`src/sv/assert_macros.svh`:
```
// Assertion macros shared by the RTL modules.
`ifndef ASSERT_MACROS_SVH
`define ASSERT_MACROS_SVH

// Concurrent assertion on an explicit clock and active-low reset.
`define ASSERT_AT(label, clk_sig, rstn_sig, prop, msg) \
	label: assert property (@(posedge clk_sig) disable iff (!rstn_sig) prop) else $error(msg);

// Concurrent assertion on the block clock clk and reset arst_n.
`define ASSERT_STD(label, prop, msg) \
	`ASSERT_AT(label, clk, arst_n, prop, msg)

`endif

```
`src/sv/vwpe_pkg.sv`:
```
// Package with types, constants and the palette table of the pixel expander.
package vwpe_pkg;

	// Pixels produced from one video word, and the beat counter that walks them.
	localparam int unsigned PX_PER_WORD = 16;
	localparam int unsigned CNT_W = $clog2(PX_PER_WORD);
	localparam logic [CNT_W-1:0] CNT_LAST = CNT_W'(PX_PER_WORD - 1);

	typedef logic [CNT_W-1:0] beat_cnt_t;
	typedef logic [15:0] rgb565_t;
	typedef logic [3:0] pal_row_t;
	typedef logic [2:0] entry_t;

	// Palette entries with a fixed meaning in every row.
	localparam entry_t ENTRY_BLACK = 3'd0;
	localparam entry_t ENTRY_WHITE = 3'd4;

	// RGB565 colors.
	localparam rgb565_t K_BLACK = 16'h0000;
	localparam rgb565_t K_WHITE = 16'hffff;
	localparam rgb565_t K_RED   = 16'hf800;
	localparam rgb565_t K_GREEN = 16'h07e0;
	localparam rgb565_t K_BLUE  = 16'h001f;
	localparam rgb565_t K_YEL   = K_RED | K_GREEN;
	localparam rgb565_t K_MAG   = K_RED | K_BLUE;
	localparam rgb565_t K_CYAN  = K_GREEN | K_BLUE;

	// Configuration port: address width and register indexes.
	localparam int unsigned CFG_ADDR_W = 3;
	localparam logic REG_COLOR_MODE = 1'b0;

	// Four-color entries of each palette row; the first entry is black in every row.
	localparam rgb565_t PALETTE_ROM [16][4] = '{
		'{K_BLACK, K_BLUE,  K_GREEN, K_RED  },
		'{K_BLACK, K_YEL,   K_MAG,   K_RED  },
		'{K_BLACK, K_CYAN,  K_BLUE,  K_MAG  },
		'{K_BLACK, K_GREEN, K_CYAN,  K_YEL  },
		'{K_BLACK, K_MAG,   K_CYAN,  K_WHITE},
		'{K_BLACK, K_WHITE, K_WHITE, K_WHITE},
		'{K_BLACK, K_RED,   K_YEL,   K_RED  },
		'{K_BLACK, K_GREEN, K_CYAN,  K_YEL  },
		'{K_BLACK, K_CYAN,  K_BLUE,  K_MAG  },
		'{K_BLACK, K_YEL,   K_BLUE,  K_RED  },
		'{K_BLACK, K_YEL,   K_CYAN,  K_RED  },
		'{K_BLACK, K_CYAN,  K_YEL,   K_RED  },
		'{K_BLACK, K_RED,   K_GREEN, K_CYAN },
		'{K_BLACK, K_CYAN,  K_YEL,   K_WHITE},
		'{K_BLACK, K_YEL,   K_GREEN, K_WHITE},
		'{K_BLACK, K_CYAN,  K_GREEN, K_WHITE}
	};

	// Color of one palette entry in one row.
	function automatic rgb565_t palette_lookup(input pal_row_t row, input entry_t entry);
		rgb565_t color;
		case (entry)
			3'd0, 3'd1, 3'd2, 3'd3: color = PALETTE_ROM[row][entry[1:0]];
			ENTRY_WHITE: color = K_WHITE;
			default: color = K_BLACK;
		endcase
		return color;
	endfunction

endpackage

```
`src/sv/video_word_palette_pixel_expander.sv`:
```
// A transferred word is held in the word register; each of its pixels then passes
// stage 1, stage 2 and stage 3. Throughput: one pixel per cycle unless out_ready
// stalls the pipeline; the next word is taken in the cycle the current word issues
// its sixteenth pixel. The rate is set by the beat counter that walks the 16 pixels
// of a word. Reset (arst_n low) clears all valid bits and sets color_mode to 0.
`include "assert_macros.svh"

module video_word_palette_pixel_expander (
	input  logic                             clk,
	input  logic                             arst_n,
	// Configuration port
	input  logic                             psel,
	input  logic                             penable,
	input  logic                             pwrite,
	input  logic [vwpe_pkg::CFG_ADDR_W-1:0]  paddr,
	input  logic [31:0]                      pwdata,
	output logic [31:0]                      prdata,
	output logic                             pready,
	// Input channel
	input  logic                             in_valid,
	output logic                             in_ready,
	input  logic [15:0]                      video_word,
	input  logic [3:0]                       palette_index,
	// Output channel
	output logic                             out_valid,
	input  logic                             out_ready,
	output logic [15:0]                      pixel_color,
	output logic                             last_of_word
);

	logic                  color_mode_q;
	logic                  cfg_wr;
	logic                  reg_sel;

	logic                  busy_q;
	logic                  mode_q;
	logic [15:0]           word_q;
	vwpe_pkg::pal_row_t    row_q;
	vwpe_pkg::beat_cnt_t   cnt_q;

	logic                  vld_s1;
	vwpe_pkg::entry_t      entry_s1;
	vwpe_pkg::pal_row_t    row_s1;
	logic                  last_s1;

	logic                  vld_s2;
	vwpe_pkg::rgb565_t     color_s2;
	logic                  last_s2;

	logic                  vld_s3;
	vwpe_pkg::rgb565_t     color_s3;
	logic                  last_s3;

	logic                  adv1;
	logic                  adv2;
	logic                  adv3;
	logic                  beat_fire;
	logic                  beat_last;
	logic                  in_fire;
	vwpe_pkg::entry_t      beat_entry;

	// Configuration register access.
	assign pready  = 1'b1;
	assign reg_sel = paddr[2];
	assign cfg_wr  = psel & penable & pwrite & pready;

	always_ff @(posedge clk or negedge arst_n) begin
		if (!arst_n) begin
			color_mode_q <= 1'b0;
		end else if (cfg_wr && reg_sel == vwpe_pkg::REG_COLOR_MODE) begin
			color_mode_q <= pwdata[0];
		end
	end

	always_comb begin
		prdata = '0;
		if (reg_sel == vwpe_pkg::REG_COLOR_MODE) begin
			prdata = {31'd0, color_mode_q};
		end
	end

	// Pipeline advance: a stage moves when it is empty or the next one moves.
	assign adv3 = !vld_s3 || out_ready;
	assign adv2 = !vld_s2 || adv3;
	assign adv1 = !vld_s1 || adv2;

	assign beat_fire = busy_q && adv1;
	assign beat_last = cnt_q == vwpe_pkg::CNT_LAST;
	assign in_ready  = !busy_q || (beat_fire && beat_last);
	assign in_fire   = in_valid && in_ready;

	// Word register and beat counter that issue one pixel per cycle while stage 1 can advance.
	always_ff @(posedge clk or negedge arst_n) begin
		if (!arst_n) begin
			busy_q <= 1'b0;
			cnt_q  <= '0;
		end else if (in_fire) begin
			busy_q <= 1'b1;
			cnt_q  <= '0;
		end else if (beat_fire) begin
			busy_q <= !beat_last;
			cnt_q  <= cnt_q + 1'b1;
		end
	end

	always_ff @(posedge clk) begin
		if (in_fire) begin
			word_q <= video_word;
			row_q  <= palette_index;
			mode_q <= color_mode_q;
		end
	end

	// Palette entry of the current beat: a bit pair in color mode, one bit in mono.
	always_comb begin
		if (mode_q) begin
			beat_entry = {1'b0, word_q[{cnt_q[3:1], 1'b1}], word_q[{cnt_q[3:1], 1'b0}]};
		end else if (word_q[cnt_q]) begin
			beat_entry = vwpe_pkg::ENTRY_WHITE;
		end else begin
			beat_entry = vwpe_pkg::ENTRY_BLACK;
		end
	end

	// Stage 1: entry, row and last flag.
	always_ff @(posedge clk or negedge arst_n) begin
		if (!arst_n) begin
			vld_s1 <= 1'b0;
		end else if (adv1) begin
			vld_s1 <= beat_fire;
		end
	end

	always_ff @(posedge clk) begin
		if (beat_fire) begin
			entry_s1 <= beat_entry;
			row_s1   <= row_q;
			last_s1  <= beat_last;
		end
	end

	// Stage 2: palette table lookup.
	always_ff @(posedge clk or negedge arst_n) begin
		if (!arst_n) begin
			vld_s2 <= 1'b0;
		end else if (adv2) begin
			vld_s2 <= vld_s1;
		end
	end

	always_ff @(posedge clk) begin
		if (adv2 && vld_s1) begin
			color_s2 <= vwpe_pkg::palette_lookup(row_s1, entry_s1);
			last_s2  <= last_s1;
		end
	end

	// Stage 3: output register.
	always_ff @(posedge clk or negedge arst_n) begin
		if (!arst_n) begin
			vld_s3 <= 1'b0;
		end else if (adv3) begin
			vld_s3 <= vld_s2;
		end
	end

	always_ff @(posedge clk) begin
		if (adv3 && vld_s2) begin
			color_s3 <= color_s2;
			last_s3  <= last_s2;
		end
	end

	assign out_valid    = vld_s3;
	assign pixel_color  = color_s3;
	assign last_of_word = last_s3;

	// A new word always starts at its first beat.
	`ASSERT_STD(a_word_start, in_fire |=> busy_q && cnt_q == '0, "word did not start at beat zero")
	// The last flag entering stage 1 matches the beat that produced it.
	`ASSERT_STD(a_last_flag, beat_fire |=> vld_s1 && last_s1 == $past(beat_last), "last flag mismatch")
	// In color mode both beats of a pixel select the same entry.
	`ASSERT_STD(a_color_pair, beat_fire && mode_q && cnt_q[0] |-> entry_s1 == beat_entry, "color pixel pair differs")

endmodule
```
`config.mk`:
```
export PLATFORM = sky130hd
export DESIGN_NAME = video_word_palette_pixel_expander
export DESIGN_NICKNAME = d
export VERILOG_FILES = /design/src/sv/vwpe_pkg.sv /design/src/sv/video_word_palette_pixel_expander.sv
export VERILOG_INCLUDE_DIRS = /design/src /design/src/sv
export SDC_FILE = /design/constraint.sdc
export NUM_CORES = 1
export LEC_CHECK = 0
export BUFFER_PORTS_ARGS = -buffer_cell sky130_fd_sc_hd__buf_4
export CORE_MARGIN = 3
export CORE_UTILIZATION = 40
export DETAILED_ROUTE_END_ITERATION = 6
export PLACE_DENSITY_LB_ADDON = 0.05
export SLEW_MARGIN = 20
export SYNTH_ARGS = -nofsm -noshare
export SYNTH_HDL_FRONTEND = slang
export SYNTH_SLANG_ARGS = --single-unit
export TNS_END_PERCENT = 30
```
`constraint.sdc`:
```
create_clock -name clk -period 2.4 [get_ports clk]
set_input_delay 0.24 -clock clk [delete_from_list [all_inputs] [get_ports clk]]
set_output_delay 0.24 -clock clk [all_outputs]
set_load 0.02 [all_outputs]
```
==> impl_metrics.env, run 1 <==
export IMPL_ant_nets=0
export IMPL_period_minus_slack_ns=1.96
export IMPL_netlist_top_cells_area="edfxtp_1, buf_4, dfrtp_1"
export IMPL_clockBufferDepth=2
export IMPL_synth_common_cells="buf_4, edfxtp_1, mux2i_1"
export IMPL_vias_per_cell=4.55
export IMPL_power_leakage_uw=0.00123
export IMPL_num_vias=1470
export IMPL_avgRoutedWirePerCell_um=11.9
export IMPL_dpl_cell_area_sq_um=2750
export IMPL_grt_overflow_total=0
export IMPL_htree_levels=2
export IMPL_p_sw_uw=819
export IMPL_yosysMostFrequentCell="buf_4"
export IMPL_min_from="video_word[15]"
export IMPL_grt_max_degree=23
export IMPL_drive_above_1_share_pct=26.2
export IMPL_path_class="reg -> reg"
export IMPL_ys_ff_latch=46
export IMPL_critPathRequiredTime_ns=2.45
export IMPL_cp_startpoint="row_s1[1]$_DFFE_PP_"
export IMPL_place_inst=314
export IMPL_setup_viol=0
export IMPL_ys_types=42
export IMPL_async_flop_share_pct=19.6
export IMPL_clkTransAtPathRegs_ns=0.08
export IMPL_cts_tree="done"
export IMPL_period_share_pct=81.6
export IMPL_antenna_found_initial=0
export IMPL_status="complete, no violations"
export IMPL_syn_area_per_cell_sq_um=12.0
export IMPL_yosysTopAreaCellShare_pct=43.8
export IMPL_place_hpwl_um=2880
export IMPL_reg2reg_from="row_s1[1]$_DFFE_PP_"
export IMPL_syn_to_final_growth_pct=13.4
export IMPL_synth_edf_count=37
export IMPL_routed_wl_um=3850
export IMPL_swShare_pct=31.7
export IMPL_timing_fmax_mhz=511
export IMPL_grt_pass1_wl_um=6110
export IMPL_critPathArrivalTime_ns=2.00
export IMPL_core_sq_um=6030
export IMPL_first_iter_violations=42
export IMPL_cts_setup_buffers=0
export IMPL_yosysWarnings=0
export IMPL_route_detailed_drc=0
export IMPL_cap_viol_max_count=0
export IMPL_fp_dieW_um=85.6
export IMPL_drt_first_pass_iters=4
export IMPL_end_kind="register"
export IMPL_fin_tns_setup_ns=0
export IMPL_final_max_slew_viol_count=0
export IMPL_final_util_pct=47.7
export IMPL_ioPinCount=114
export IMPL_die_y_um=85.6
export IMPL_clock_sinks=46
export IMPL_hp_class="in -> reg"
export IMPL_nNetsFinal=315
export IMPL_start_util_pct=42.1
export IMPL_fin_skew_ns=0.00679
export IMPL_worst_path_max_fanout=7
export IMPL_combPwrFrac_pct=31.4
export IMPL_cts_root_buf="clkbuf_8"
export IMPL_synth_cells=211
export IMPL_rows=28
export IMPL_power_frac_seq_pct=46.0
export IMPL_power_density_nw_per_um2=899
export IMPL_synth_top_area_cell="edfxtp_1"
export IMPL_antennaDiodeCount=0
export IMPL_p_int_uw=1760
export IMPL_hold_viol=0
export IMPL_ir_drop_uv=367
export IMPL_final_area_sq_um=2870
export IMPL_numCtsBuffers=5
export IMPL_start_kind="register"
export IMPL_clkPwrFrac_pct=22.5
export IMPL_syn_area_sq_um=2530
export IMPL_port_buffer_count=48
export IMPL_synth_seq_area_share_pct=52.7
export IMPL_grt_use_total_pct=10.6
export IMPL_final_cells=323
export IMPL_synth_flop_cell="edfxtp_1"
export IMPL_rsz0062_at_grt="false"
export IMPL_dieArea_sq_um=7330
export IMPL_routabilityCongestion=0.730
export IMPL_clk_latency_ns=0.29
export IMPL_grt_pass1_vias=1336
==> per-layer routing <==
layer / GRT usage (%) / part of all wire, %
met3: 3.55 / 8.0
met1: 12.8 / 41
met2: 17.7 / 49
met5: 0 / 0
met4: 3.45 / 1.5
==> registers in the layout, summed over array words and instances, names as in the netlist, 3 cells and up <==
register     count
color_s2         3
entry_s1         3
row_q            4
word_q          16
row_s1           4
pixel_color      3
cnt_q            4
==> worst max-delay path: stages, from the launching register on <==
cell      delay [ns]
edfxtp_1        0.48
inv_1           0.10
ha_1            0.33
or3b_1          0.35
o21ai_0         0.08
a221oi_1        0.10
a211o_1         0.29
==> through the flow <==
step | hold slack, ns | setup slack (ns) | power [uW]
after CTS | 0.105 | 0.422 | 2620
after global routing | 0.0969 | 0.326 | 2750
after global placement | 0.0785 | 0.391 | 2030
after detailed placement | 0.0770 | 0.428 | 2030
final | 0.116 | 0.442 | 2580
after floorplan | -0.0556 | 0.240 | 1910
==> worst paths after layout <==
kind                                            endpoint  slack (ns)  depth (start not counted)
worst max-delay path              color_s2[10]$_DFFE_PP_        0.44                          6
worst min-delay path                word_q[15]$_DFFE_PP_        0.12                          1
worst max register to register    color_s2[10]$_DFFE_PP_        0.44                          6
worst min register to register  pixel_color[4]$_DFFE_PP_        0.42                          0
max in group asynchronous           cnt_q[0]$_DFFE_PN0P_        1.95                          2
min in group asynchronous           cnt_q[3]$_DFFE_PN0P_        0.30                          2
==> timing repair <==
item                                   4_1_cts  5_1_grt
hold buffers                                 1        0
gates resized for setup                      0        0
endpoints found under the hold margin        9        0
==> cells by family (layout without fill, tap and decap cells) <==
family,count (synthesis),in the layout,synth area share [%]
AOI/OAI and AO/OA,24,24,6.42
xor gates and xnor gates,1,1,0.346
adders and majority gates,6,6,2.96
buffers and inverters,61,68,16.5
DFF,46,46,52.7
muxes,19,19,8.69
other,2,32,0.296
and+or+nand+nor,52,52,12.0
==> layout by cell type, fill, tap and decap left out, types with 2 or more instances in the layout <==
cell type / Yosys / layout
nand2b_1: 6 / 6
nor2b_1: 3 / 3
a211o_1: 2 / 2
inv_1: 6 / 6
dfrtp_1: 9 / 9
mux4_2: 2 / 2
nand4_1: 2 / 2
mux2_2: 2 / 2
a211oi_1: 2 / 2
nor2_1: 9 / 9
and2_1: 6 / 6
inv_2: 2 / 2
buf_4: 46 / 50
a21oi_1: 3 / 3
o21ai_1: 4 / 4
o311ai_1: 3 / 3
mux2_1: 2 / 2
ha_1: 6 / 6
o21ai_0: 4 / 4
nand4b_1: 3 / 3
clkbuf_8: 0 / 6
conb_1: 2 / 32
nor3b_1: 3 / 3
a221oi_1: 2 / 2
nand2_1: 7 / 7
nor3_1: 2 / 2
nand3_1: 5 / 5
edfxtp_1: 37 / 37
mux2i_1: 13 / 13
==> area by class of cell <==
cell class                      count  area, sq um
Fill cell                         546         3150
Sequential cell                    46         1340
Multi-Input combinational cell    134          892
Timing Repair Buffer               52          405
Tap cell                           75         93.8
Clock buffer                        7         86.3
Clock inverter                      1         30.0
Inverter                            8         30.0
==> power by group through the flow <==
stage	registers, uW	logic [uW]	clock network (uW)
2_1_floorplan	1120	788	0
3_3_place_gp	1210	819	0
3_5_place_dp	1210	821	0
4_1_cts	1190	825	602
5_1_grt	1220	898	633
6_report	1190	812	582
Power figures use the tool's default switching activity.
==> run 2, diff against run 1 <==
==> constraint.sdc (replaced) <==
create_clock -name clk -period 1.6 [get_ports clk]
set_input_delay 0.16 -clock clk [delete_from_list [all_inputs] [get_ports clk]]
set_output_delay 0.16 -clock clk [all_outputs]
set_load 0.02 [all_outputs]
==> run 2 against run 1 <==
Net effect: utilization grew 3.2 points; non-clock buffer count is 19 higher; total power is 54% higher; via count increased by 7.6%; worst hold slack worse by 0.073 ns; the run now ends with setup timing left; final cell count grew 6.5%; flip-flop and latch count unchanged; highest routed layer unchanged.
==> impl_metrics.env, run 2 (same netlist as run 1, synthesis figures left out) <==
export IMPL_status="complete, but fails checks"
export IMPL_violations="setup timing"
export IMPL_grt_overflow_total=0
export IMPL_grt_max_degree=14
export IMPL_setup_ws_ns=-0.175
export IMPL_antenna_found_initial=0
export IMPL_r2r_end="color_s2[14]$_DFFE_PP_"
export IMPL_start_kind="register"
export IMPL_clkTransAtPathRegs_ns=0.08
export IMPL_place_hpwl_um=3120
export IMPL_rows=28
export IMPL_period_share_pct=111
export IMPL_first_iter_violations=42
export IMPL_cp_cell_sequence="inv_2 -> ha_4 -> mux2_1 -> o21ai_2 -> a221oi_2 -> mux2_4"
export IMPL_place_inst=330
export IMPL_cap_viol_max_count=0
export IMPL_drive_above_1_share_pct=36.8
export IMPL_dpl_cell_area_sq_um=2890
export IMPL_num_vias=1582
export IMPL_path_class="reg -> reg"
export IMPL_top_register="word_q"
export IMPL_hold_slack_ns=0.0433
export IMPL_hp_class="in -> reg"
export IMPL_fin_tns_setup_ns=-0.679
export IMPL_final_area_sq_um=3070
export IMPL_clock_sinks=46
export IMPL_grt_pass1_wl_um=6720
export IMPL_route_detailed_drc=0
export IMPL_rsz0062_at_grt="true"
export IMPL_clockBufferDepth=2
export IMPL_hold_viol=0
export IMPL_critPathRequiredTime_ns=1.64
export IMPL_rrSetupSlack_ns=-0.18
export IMPL_core_sq_um=6030
export IMPL_ioPinCount=114
export IMPL_ir_drop_uv=547
export IMPL_grt_use_total_pct=11.7
export IMPL_dieArea_sq_um=7330
export IMPL_vias_per_cell=4.60
export IMPL_drt_first_pass_iters=4
export IMPL_numCtsBuffers=5
export IMPL_period_minus_slack_ns=1.78
export IMPL_nNetsFinal=336
export IMPL_die_y_um=85.6
export IMPL_worst_path_max_delay_cell="edfxtp_1"
export IMPL_slowest_delay_ns=0.45
export IMPL_holdPathEnd="word_q[10]$_DFFE_PP_"
export IMPL_power_leakage_uw=0.00132
export IMPL_clk_latency_ns=0.29
export IMPL_fp_dieW_um=85.6
export IMPL_layout_commonest_cell="buf_4"
export IMPL_largest_reg_flops=16
export IMPL_ant_nets=0
export IMPL_hold_depth=1
export IMPL_cts_root_buf="clkbuf_8"
export IMPL_start_util_pct=42.1
export IMPL_p_total_uw=3990
export IMPL_final_cells=344
export IMPL_reg2regPathDepth=6
export IMPL_fin_skew_ns=0.00499
export IMPL_final_cell_mix="buf_4, edfxtp_1, conb_1, mux2i_1, nor2_1"
export IMPL_routed_wl_um=4210
export IMPL_antennaDiodeCount=0
export IMPL_port_buffer_count=48
export IMPL_end_kind="register"
export IMPL_routabilityCongestion=0.816
export IMPL_avgRoutedWirePerCell_um=12.2
export IMPL_timing_fmax_mhz=563
export IMPL_setup_viol=6
export IMPL_critPathArrivalTime_ns=1.82
export IMPL_reg2reg_from="row_s1[0]$_DFFE_PP_"
export IMPL_htree_levels=2
export IMPL_power_density_nw_per_um2=1300
export IMPL_worst_path_max_fanout=4
export IMPL_cts_tree="done"
export IMPL_syn_to_final_growth_pct=21.0
export IMPL_grt_pass1_vias=1475
export IMPL_min_from="video_word[10]"
export IMPL_final_max_slew_viol_count=0
run 2: through the flow:
step                util [%]  worst slack, ns
floorplan                  -           -0.161
global placement        47.9           -0.146
detailed placement      47.9           -0.168
CTS                     49.8           -0.177
global route            50.9           -0.242
finish                  50.9           -0.175
run 2: routing by layer:
metal  global-route usage (%)  vias to the layer above  wire length (um)
met5                        0                        -                 0
met4                     5.18                        0               126
met3                     3.65                       13               295
met2                     19.1                       60              2080
met1                     14.2                      720              1710
li1                         -                      789                 -
run 2: power breakdown:
part	internal (uW)	total, uW	switching (uW)
Combinational	799	1600	805
Sequential	1540	1690	141
Clock	348	697	348
run 2: how the worst max path moves through the flow:
| stage | end | start | slack (ns) | depth (start not counted) |
|---|---|---|---|---|
| floorplan | color_s2[10]$_DFFE_PP_ | row_s1[0]$_DFFE_PP_ | -0.16 | 6 |
| global placement | color_s2[14]$_DFFE_PP_ | row_s1[1]$_DFFE_PP_ | -0.15 | 6 |
| detailed placement | color_s2[14]$_DFFE_PP_ | row_s1[0]$_DFFE_PP_ | -0.17 | 6 |
| CTS | color_s2[14]$_DFFE_PP_ | row_s1[0]$_DFFE_PP_ | -0.18 | 6 |
| global route | color_s2[14]$_DFFE_PP_ | row_s1[0]$_DFFE_PP_ | -0.24 | 6 |
| finish | color_s2[14]$_DFFE_PP_ | row_s1[0]$_DFFE_PP_ | -0.18 | 6 |
run 2: worst max-delay path: cells and delay by family (launching register included):
family | cells | cell delay, ns
flops | 1 | 0.45
compound gates | 2 | 0.21
fa+ha+maj | 1 | 0.20
mux | 2 | 0.55
buf+inv | 1 | 0.12
run 2: final cells by class:
type / instances / area [sq um]
clock buffers: 7 / 86.3
clock inverters: 1 / 5.00
fillers: 552 / 2960
inverters: 8 / 30.0
multi-input cells: 136 / 961
flip-flops and latches: 46 / 1340
well taps: 75 / 93.8
repair buffers: 71 / 552
run 2: repair_timing:
item                       in CTS  in global routing
pin swaps                       3                  5
resized for setup               1                  7
setup buffers                   0                  3
gates cloned                    1                  1
hold buffers                    1                  0
hold endpoints to repair        9                  0
setup endpoints to repair      27                 29
==> run 3, diff against run 2 <==
--- a/config.mk
+++ b/config.mk
@@ -6,11 +6,13 @@
 export SDC_FILE = /design/constraint.sdc
 export NUM_CORES = 1
 export LEC_CHECK = 0
+export ABC_CLOCK_PERIOD_IN_PS = 1600
 export BUFFER_PORTS_ARGS = -buffer_cell sky130_fd_sc_hd__buf_4
 export CORE_MARGIN = 3
-export CORE_UTILIZATION = 40
+export CORE_UTILIZATION = 43
 export DETAILED_ROUTE_END_ITERATION = 6
 export PLACE_DENSITY_LB_ADDON = 0.05
+export SETUP_SLACK_MARGIN = 0.15
 export SLEW_MARGIN = 20
 export SYNTH_ARGS = -nofsm -noshare
 export SYNTH_HDL_FRONTEND = slang
==> run 3 against run 2 <==
Net effect: the run still ends with setup timing left; total power grew 3.9%; first-iteration DRC count grew 88%; die area fell by 6.5%; clock power is 12% higher; utilization is 5.7 points higher; fmax is 0.14% higher; worst hold slack got worse by 0.0059 ns; clock-buffer cell count down 1; flip-flop and latch count unchanged; clock skew rose by 0.0028 ns; sequential power about the same; final area rose by 3.5%; critical path type unchanged; largest power group unchanged; highest routed layer unchanged.
==> impl_metrics.env, run 3 (same netlist as run 1, synthesis figures left out) <==
export IMPL_largest_reg_flops=16
export IMPL_top_register="word_q"
export IMPL_final_cells=347
export IMPL_period_minus_slack_ns=1.77
export IMPL_p_int_uw=2780
export IMPL_grt_pass1_vias=1458
export IMPL_antenna_found_initial=0
export IMPL_clkTransAtPathRegs_ns=0.08
export IMPL_swShare_pct=32.9
export IMPL_avgRoutedWirePerCell_um=12.0
export IMPL_period_share_pct=111
export IMPL_worst_path_max_delay_cell="edfxtp_1"
export IMPL_fin_skew_ns=0.00780
export IMPL_clk_latency_ns=0.29
export IMPL_place_inst=328
export IMPL_numCtsBuffers=5
export IMPL_routed_wl_um=4180
export IMPL_drive_above_1_share_pct=40.4
export IMPL_vias_per_cell=4.67
export IMPL_power_leakage_uw=0.00136
export IMPL_rrSetupSlack_ns=-0.17
export IMPL_num_vias=1619
export IMPL_start_util_pct=45.2
export IMPL_grt_use_total_pct=12.9
export IMPL_port_buffer_count=48
export IMPL_clock_sinks=46
export IMPL_critPathRequiredTime_ns=1.65
export IMPL_grt_overflow_total=0
export IMPL_layout_commonest_cell="buf_4"
export IMPL_p_total_uw=4140
export IMPL_status="complete, but fails checks"
export IMPL_clkPwrFrac_pct=18.9
export IMPL_antennaDiodeCount=0
export IMPL_fp_dieW_um=82.8
export IMPL_ant_nets=0
export IMPL_p_sw_uw=1360
export IMPL_ir_drop_uv=648
export IMPL_cp_cell_sequence="inv_2 -> ha_4 -> mux2_1 -> o21ai_2 -> a221oi_2 -> mux2_2"
export IMPL_combPwrFrac_pct=40.0
export IMPL_worst_path_max_fanout=4
export IMPL_route_detailed_drc=0
export IMPL_hold_viol=0
export IMPL_reg2regPathDepth=6
export IMPL_fin_tns_setup_ns=-0.466
export IMPL_final_max_slew_viol_count=0
export IMPL_start_kind="register"
export IMPL_cts_tree="done"
export IMPL_rsz0062_at_grt="true"
export IMPL_rows=27
export IMPL_dieArea_sq_um=6850
export IMPL_end_kind="register"
export IMPL_clockBufferDepth=2
export IMPL_die_y_um=82.8
export IMPL_setup_viol=4
export IMPL_final_util_pct=56.6
export IMPL_critPathArrivalTime_ns=1.82
export IMPL_path_class="reg -> reg"
export IMPL_drt_first_pass_iters=4
export IMPL_nNetsFinal=342
export IMPL_power_density_nw_per_um2=1310
export IMPL_core_sq_um=5610
export IMPL_first_iter_violations=79
export IMPL_timing_fmax_mhz=564
export IMPL_cap_viol_max_count=0
export IMPL_hold_depth=1
export IMPL_final_cell_mix="buf_4, edfxtp_1, conb_1, mux2i_1, nor2_1"
export IMPL_routabilityCongestion=0.794
export IMPL_violations="setup timing"
export IMPL_power_frac_seq_pct=41.1
export IMPL_syn_to_final_growth_pct=25.2
export IMPL_grt_max_degree=16
export IMPL_place_hpwl_um=3090
export IMPL_nFillCells=494
export IMPL_setup_ws_ns=-0.173
export IMPL_ioPinCount=114
export IMPL_final_area_sq_um=3170
export IMPL_dpl_cell_area_sq_um=2890
export IMPL_cts_root_buf="clkbuf_8"
export IMPL_hp_class="in -> reg"
export IMPL_grt_pass1_wl_um=6550
export IMPL_slowest_delay_ns=0.45
export IMPL_htree_levels=2
## run 3: critical path, delay by kind of cell, from the launching register on
family	cells	cell delay, ns
flip-flops	1	0.45
multiplexers	2	0.55
adder cells (fa/ha/maj)	1	0.20
buffers and inverters	1	0.12
AO/OA/AOI/OAI	2	0.21
## run 3: final cells by class
class	instances	area (sq um)	share of cell area [%]
inverter	8	30.0	0.946
clock inverter	2	15.0	0.473
multi-input combinational	136	1010	31.7
clock buffer	6	93.8	2.96
sequential	46	1340	42.2
timing repair buffer	77	599	18.9
tap	72	90.1	2.84
## run 3: power by group through the flow
stage / clock [uW] / combinational [uW] / sequential (uW)
2_1_floorplan: 0 / 1210 / 1680
3_3_place_gp: 0 / 1490 / 1710
3_5_place_dp: 0 / 1500 / 1710
4_1_cts: 817 / 1590 / 1690
5_1_grt: 864 / 1830 / 1740
6_report: 782 / 1660 / 1710
## run 3: final timing paths
check	from	to
setup reg to reg	row_s1[0]$_DFFE_PP_	color_s2[14]$_DFFE_PP_
setup / recovery	row_s1[0]$_DFFE_PP_	color_s2[14]$_DFFE_PP_
max in group asynchronous	arst_n	cnt_q[1]$_DFFE_PN0P_
hold reg to reg	row_q[2]$_DFFE_PP_	row_s1[2]$_DFFE_PP_
hold / removal	video_word[7]	word_q[7]$_DFFE_PP_
min in group asynchronous	arst_n	cnt_q[0]$_DFFE_PN0P_
## run 3: per-layer routing
layer  global-route usage [%]  vias up  wire [um]
met1                     15.2      746       1680
met3                     3.56        6        309
met4                     4.41        0         49
met5                        0        -          0
met2                     22.7       65       2140
li1                         -      802          -
## run 3: through the flow
step                      hold slack (ns)  setup slack (ns)
after CTS                          0.0225            -0.158
after global routing               0.0146            -0.256
after global placement           -0.00294            -0.155
final                              0.0374            -0.173
after detailed placement         -0.00464            -0.160
after floorplan                    -0.136            -0.161
## run 3: repair_timing
action	4_1_cts	5_1_grt
hold buffers	1	0
endpoints found under the setup margin	29	29
cloned	2	0
endpoints found under the hold margin	9	0
buffers inserted	5	3
gates resized for setup	11	10
pin swaps	10	6
